File: config.mk
export PLATFORM = sky130hd
export DESIGN_NAME = kvs_ctrl
export DESIGN_NICKNAME = d
export VERILOG_FILES = /design/src/sv/kvs_pkg.sv /design/src/sv/kvs_ctrl.sv
export SDC_FILE = /design/constraint.sdc
export NUM_CORES = 1
export LEC_CHECK = 0
export ABC_AREA = 1
export BUFFER_PORTS_ARGS = -buffer_cell sky130_fd_sc_hd__buf_2
export CORE_AREA = 2 2 39 41
export CTS_BUF_LIST = sky130_fd_sc_hd__clkbuf_8
export CTS_CLUSTER_DIAMETER = 100
export CTS_CLUSTER_SIZE = 25
export DETAILED_ROUTE_END_ITERATION = 10
export DIE_AREA = 0 0 41 43
export SETUP_SLACK_MARGIN = 0.2
export SLEW_MARGIN = 40
export SYNTH_ARGS = -nofsm -noshare
export SYNTH_HDL_FRONTEND = slang
export SYNTH_SLANG_ARGS = --single-unit
File: constraint.sdc
create_clock -name clk -period 2.6 [get_ports clk]
set_input_delay 0.26 -clock clk [delete_from_list [all_inputs] [get_ports clk]]
set_output_delay 0.26 -clock clk [all_outputs]
set_load 0.01 [all_outputs]
File: src/sv/kvs_pkg.sv
// ----------------------------------------------------------------------------
// kvs_pkg
// types and constants shared by the keyframe vector sampler
// ----------------------------------------------------------------------------
`default_nettype none

package kvs_pkg;

  localparam int MAX_KEYS  = 16;
  localparam int IDX_W     = $clog2(MAX_KEYS);
  localparam int KC_W      = 5;
  localparam int TIME_W    = 16;
  localparam int COMP_W    = 32;
  localparam int FRAC_W    = 17;
  localparam int DIV_STEPS = 17;
  localparam int CNT_W     = 5;

  localparam logic ACT_LOAD   = 1'b0;
  localparam logic ACT_SAMPLE = 1'b1;

  typedef struct packed {
    logic                     action;
    logic [3:0]               slot;
    logic [TIME_W-1:0]        key_time;
    logic signed [COMP_W-1:0] key_x;
    logic signed [COMP_W-1:0] key_y;
    logic signed [COMP_W-1:0] key_z;
    logic [TIME_W-1:0]        sample_time;
  } in_item_t;

  typedef struct packed {
    logic signed [COMP_W-1:0] out_x;
    logic signed [COMP_W-1:0] out_y;
    logic signed [COMP_W-1:0] out_z;
  } out_item_t;

  typedef enum logic [2:0] {
    S_IDLE,
    S_FIRST,
    S_SCAN,
    S_DIV,
    S_RDLO,
    S_RDHI,
    S_MUL,
    S_OUT
  } state_t;

  typedef struct packed {
    logic load;
    logic start;
    logic first_chk;
    logic scan;
    logic div_step;
    logic v_hi;
    logic cap_v0;
    logic mul;
    logic out_load;
  } cmd_t;

  typedef struct packed {
    logic first_hit;
    logic bracket;
    logic at_last;
    logic dt_zero;
    logic div_done;
    logic out_free;
  } status_t;

endpackage

`default_nettype wire

File: src/sv/kvs_ctrl.sv
// ----------------------------------------------------------------------------
// kvs_ctrl
// sequencer for key search, fraction division and blend
// ----------------------------------------------------------------------------
`default_nettype none

module kvs_ctrl (
  input  wire logic             clk,
  input  wire logic             rst,
  input  wire logic             in_valid,
  input  wire logic             in_action,
  output logic                  in_ready,
  input  wire kvs_pkg::status_t status,
  output kvs_pkg::cmd_t         cmd
);

  kvs_pkg::state_t state;
  kvs_pkg::state_t state_next;

  always_ff @(posedge clk) begin
    if (rst) begin
      state <= kvs_pkg::S_IDLE;
    end else begin
      state <= state_next;
    end
  end

  always_comb begin
    state_next = state;
    cmd        = '0;
    in_ready   = 1'b0;
    case (state)
      kvs_pkg::S_IDLE: begin
        in_ready = 1'b1;
        if (in_valid) begin
          if (in_action == kvs_pkg::ACT_SAMPLE) begin
            cmd.start  = 1'b1;
            state_next = kvs_pkg::S_FIRST;
          end else begin
            cmd.load = 1'b1;
          end
        end
      end
      kvs_pkg::S_FIRST: begin
        cmd.first_chk = 1'b1;
        state_next    = status.first_hit ? kvs_pkg::S_RDLO : kvs_pkg::S_SCAN;
      end
      kvs_pkg::S_SCAN: begin
        cmd.scan = 1'b1;
        if (status.bracket) begin
          state_next = status.dt_zero ? kvs_pkg::S_RDLO : kvs_pkg::S_DIV;
        end else if (status.at_last) begin
          state_next = kvs_pkg::S_RDLO;
        end
      end
      kvs_pkg::S_DIV: begin
        cmd.div_step = 1'b1;
        if (status.div_done) begin
          state_next = kvs_pkg::S_RDLO;
        end
      end
      kvs_pkg::S_RDLO: begin
        state_next = kvs_pkg::S_RDHI;
      end
      kvs_pkg::S_RDHI: begin
        cmd.v_hi   = 1'b1;
        cmd.cap_v0 = 1'b1;
        state_next = kvs_pkg::S_MUL;
      end
      kvs_pkg::S_MUL: begin
        cmd.mul    = 1'b1;
        state_next = kvs_pkg::S_OUT;
      end
      kvs_pkg::S_OUT: begin
        if (status.out_free) begin
          cmd.out_load = 1'b1;
          state_next   = kvs_pkg::S_IDLE;
        end
      end
      default: begin
        state_next = kvs_pkg::S_IDLE;
      end
    endcase
  end

endmodule

`default_nettype wire

==> run summary <==
Drt wl/cell: 8.05 µm
Hold slack: 0.310 ns
Metal2 WL: 389 µm
Skew-Pair Late Insertion Delay: 0.21 ns
Critical Path Sink Type: output port
Remaining DRCs: 0
Overall power: 565 µW
Mean Syn Cell Area: 5.98 µm²
Resized Gates After CTS: 0
Number of flip-flops in the largest register: 3
Post-synth top area share: 15.9%
Most flop-heavy register: state
Number of global-route vias before repair: 391
M1 WL: 354 µm
Tcrit/Tclk final: 60.9%
Ports: 20
Setup Slack @ Placement: 1.24 ns
Die ar.: 0.00176 mm²
First-pass GRT wire length: 1.40 mm
Core region area: 0.00138 mm²
Routability cong.: 0.758
Final TNS setup: 0 ns
Worst EP arrival: 1.32 ns
Met3 WL post-DR: 53 µm
Most frequent cells in the layout: 19 x buf_2, 14 x nand2_1, 11 x inv_1
Initial Util: 27.2%
Final setup viols: 0
Area Overhead vs Synth: 36.5%
Max-slew headroom at the worst pin: 70.7%
Clk sinks: 3
Via density: 4.25
Synthesis Warnings: 0
All-Layer GR Usage: 11.7%
Die H: 43 µm
Static leakage: 0.311 nW
Top Metal Used: met3
Data required time of the critical path: 2.34 ns
Worst Path Max Fanout: 11
CTS tree: done
Largest net degree at the start of global routing: 12
Measured slew at the worst slew-check pin: 0.439 ns
Post-placement cell area: 469 µm²
CTS H-Tree Depth: 1
Drt pass-1 iters: 4
Layout cell share with drive strength beyond 1: 42.2%
Max-cap violation count: 0
Register area share after synthesis: 15.9%
RSZ-0062 raised after global routing: no
Critical Path Start Type: register
Hold Buf Count CTS: 0
FP Rows: 14
Syn Inst Count: 63
Cell variety after synth: 18
Kind of critical path: reg -> out
Top cells by area, synth: dfxtp_1 16%, nand2_1 14%, inv_1 10%, nor2_1 9.0%, nand3_1 6.6%
Max Slew Vio Count: 0
Via count of the routed design: 421
Commonest non-fill, non-tap cell in the layout: buf_2
Placed cells: 95
Maximum vdd drop: 0.265 mV
Synthesized Nets: 73
Final Instance Area: 514 µm²
Post-CTS Setup Inserts: 0
Min Tclk post-route: 1.58 ns
CTS Root Cell: clkbuf_8
Final wirelength: 797 µm
Final Util: 37.2%
Leading area contributor after synthesis: dfxtp_1
Clock transition at path regs: 0.03 ns
Inserted Clock Buffers: 3
Fin nets: 94
#FFs+latches synth: 3
Mapped Area: 377 µm²
HP Class: in -> reg
Pwr dens: 1100 mW/mm²
Final hold viol count: 0
Initial antenna violation count: 0
Iteration-0 DRC Markers: 4
Clk buf depth: 2
Grt ovf: 0
DP Wirelength: 650 µm
Worst Skew: 0.000292 ns
Non-filler cells in the finished layout: 99
Biggest regs: state x3
Die W: 41 µm
Antenna Cells: 0
Status: completed
Fmax: 631 MHz
Port-buffer cells: 19
Remaining antenna violation count: 0
Post-route setup slack: 1.02 ns
[cells in the mapped netlist (all sizes together)]
| cell | number |
|---|---|
| nor3 | 3 |
| nand3b | 2 |
| nor2 | 13 |
| nand2 | 18 |
| nand3 | 6 |
| dfxtp | 3 |
| inv | 12 |
| o21bai | 1 |
| nand4 | 1 |
| a21oi | 1 |
| buf | 3 |
[logic make-up (layout without fill, tap and decap cells)]
logic type / after synthesis / after routing / share of synthesized area, %
and+or+nand+nor: 43 / 43 / 61.8
buffers and inverters: 15 / 35 / 17.9
DFF: 3 / 3 / 15.9
AOI/OAI and AO/OA: 2 / 2 / 4.32
[worst max-delay path, cell delays in order (launching register included)]
cell and delay (ns):
dfxtp_1 0.43, nor2_1 0.26, nand2_1 0.10, inv_1 0.08
nand2_1 0.05, nor2_1 0.07, buf_2 0.13
[worst paths after layout]
check	slack, ns	endpoint	from	cells past startpoint
max	1.02	cmd[8]	state[2]$_SDFFE_PP0P_	6
min	0.31	state[2]$_SDFFE_PP0P_	rst	4
max reg2reg	1.26	state[2]$_SDFFE_PP0P_	state[2]$_SDFFE_PP0P_	7
min reg2reg	0.66	state[0]$_SDFFE_PP0P_	state[0]$_SDFFE_PP0P_	2
[power breakdown]
part           switching, mW  total, mW  internal, mW
registers             0.0562      0.124        0.0673
logic                  0.187      0.313         0.126
clock network         0.0284      0.129         0.100
[cell type report]
type	count	area (µm²)
Sequential cell	3	60.1
Multi-Input combinational cell	45	249
Clock buffer	3	41.3
Inverter	12	45.0
Tap cell	16	20.0
Timing Repair Buffer	19	95.1
Clock inverter	1	3.75
Fill cell	156	870
[metal layers]
layer / vias to the layer above / track usage (%)
met5: - / 0
met1: 174 / 12.1
met2: 16 / 19.1
li1: 231 / -
met4: 0 / 8.00
met3: 0 / 3.14
No activity file was read; power rests on OpenSTA's default activity.
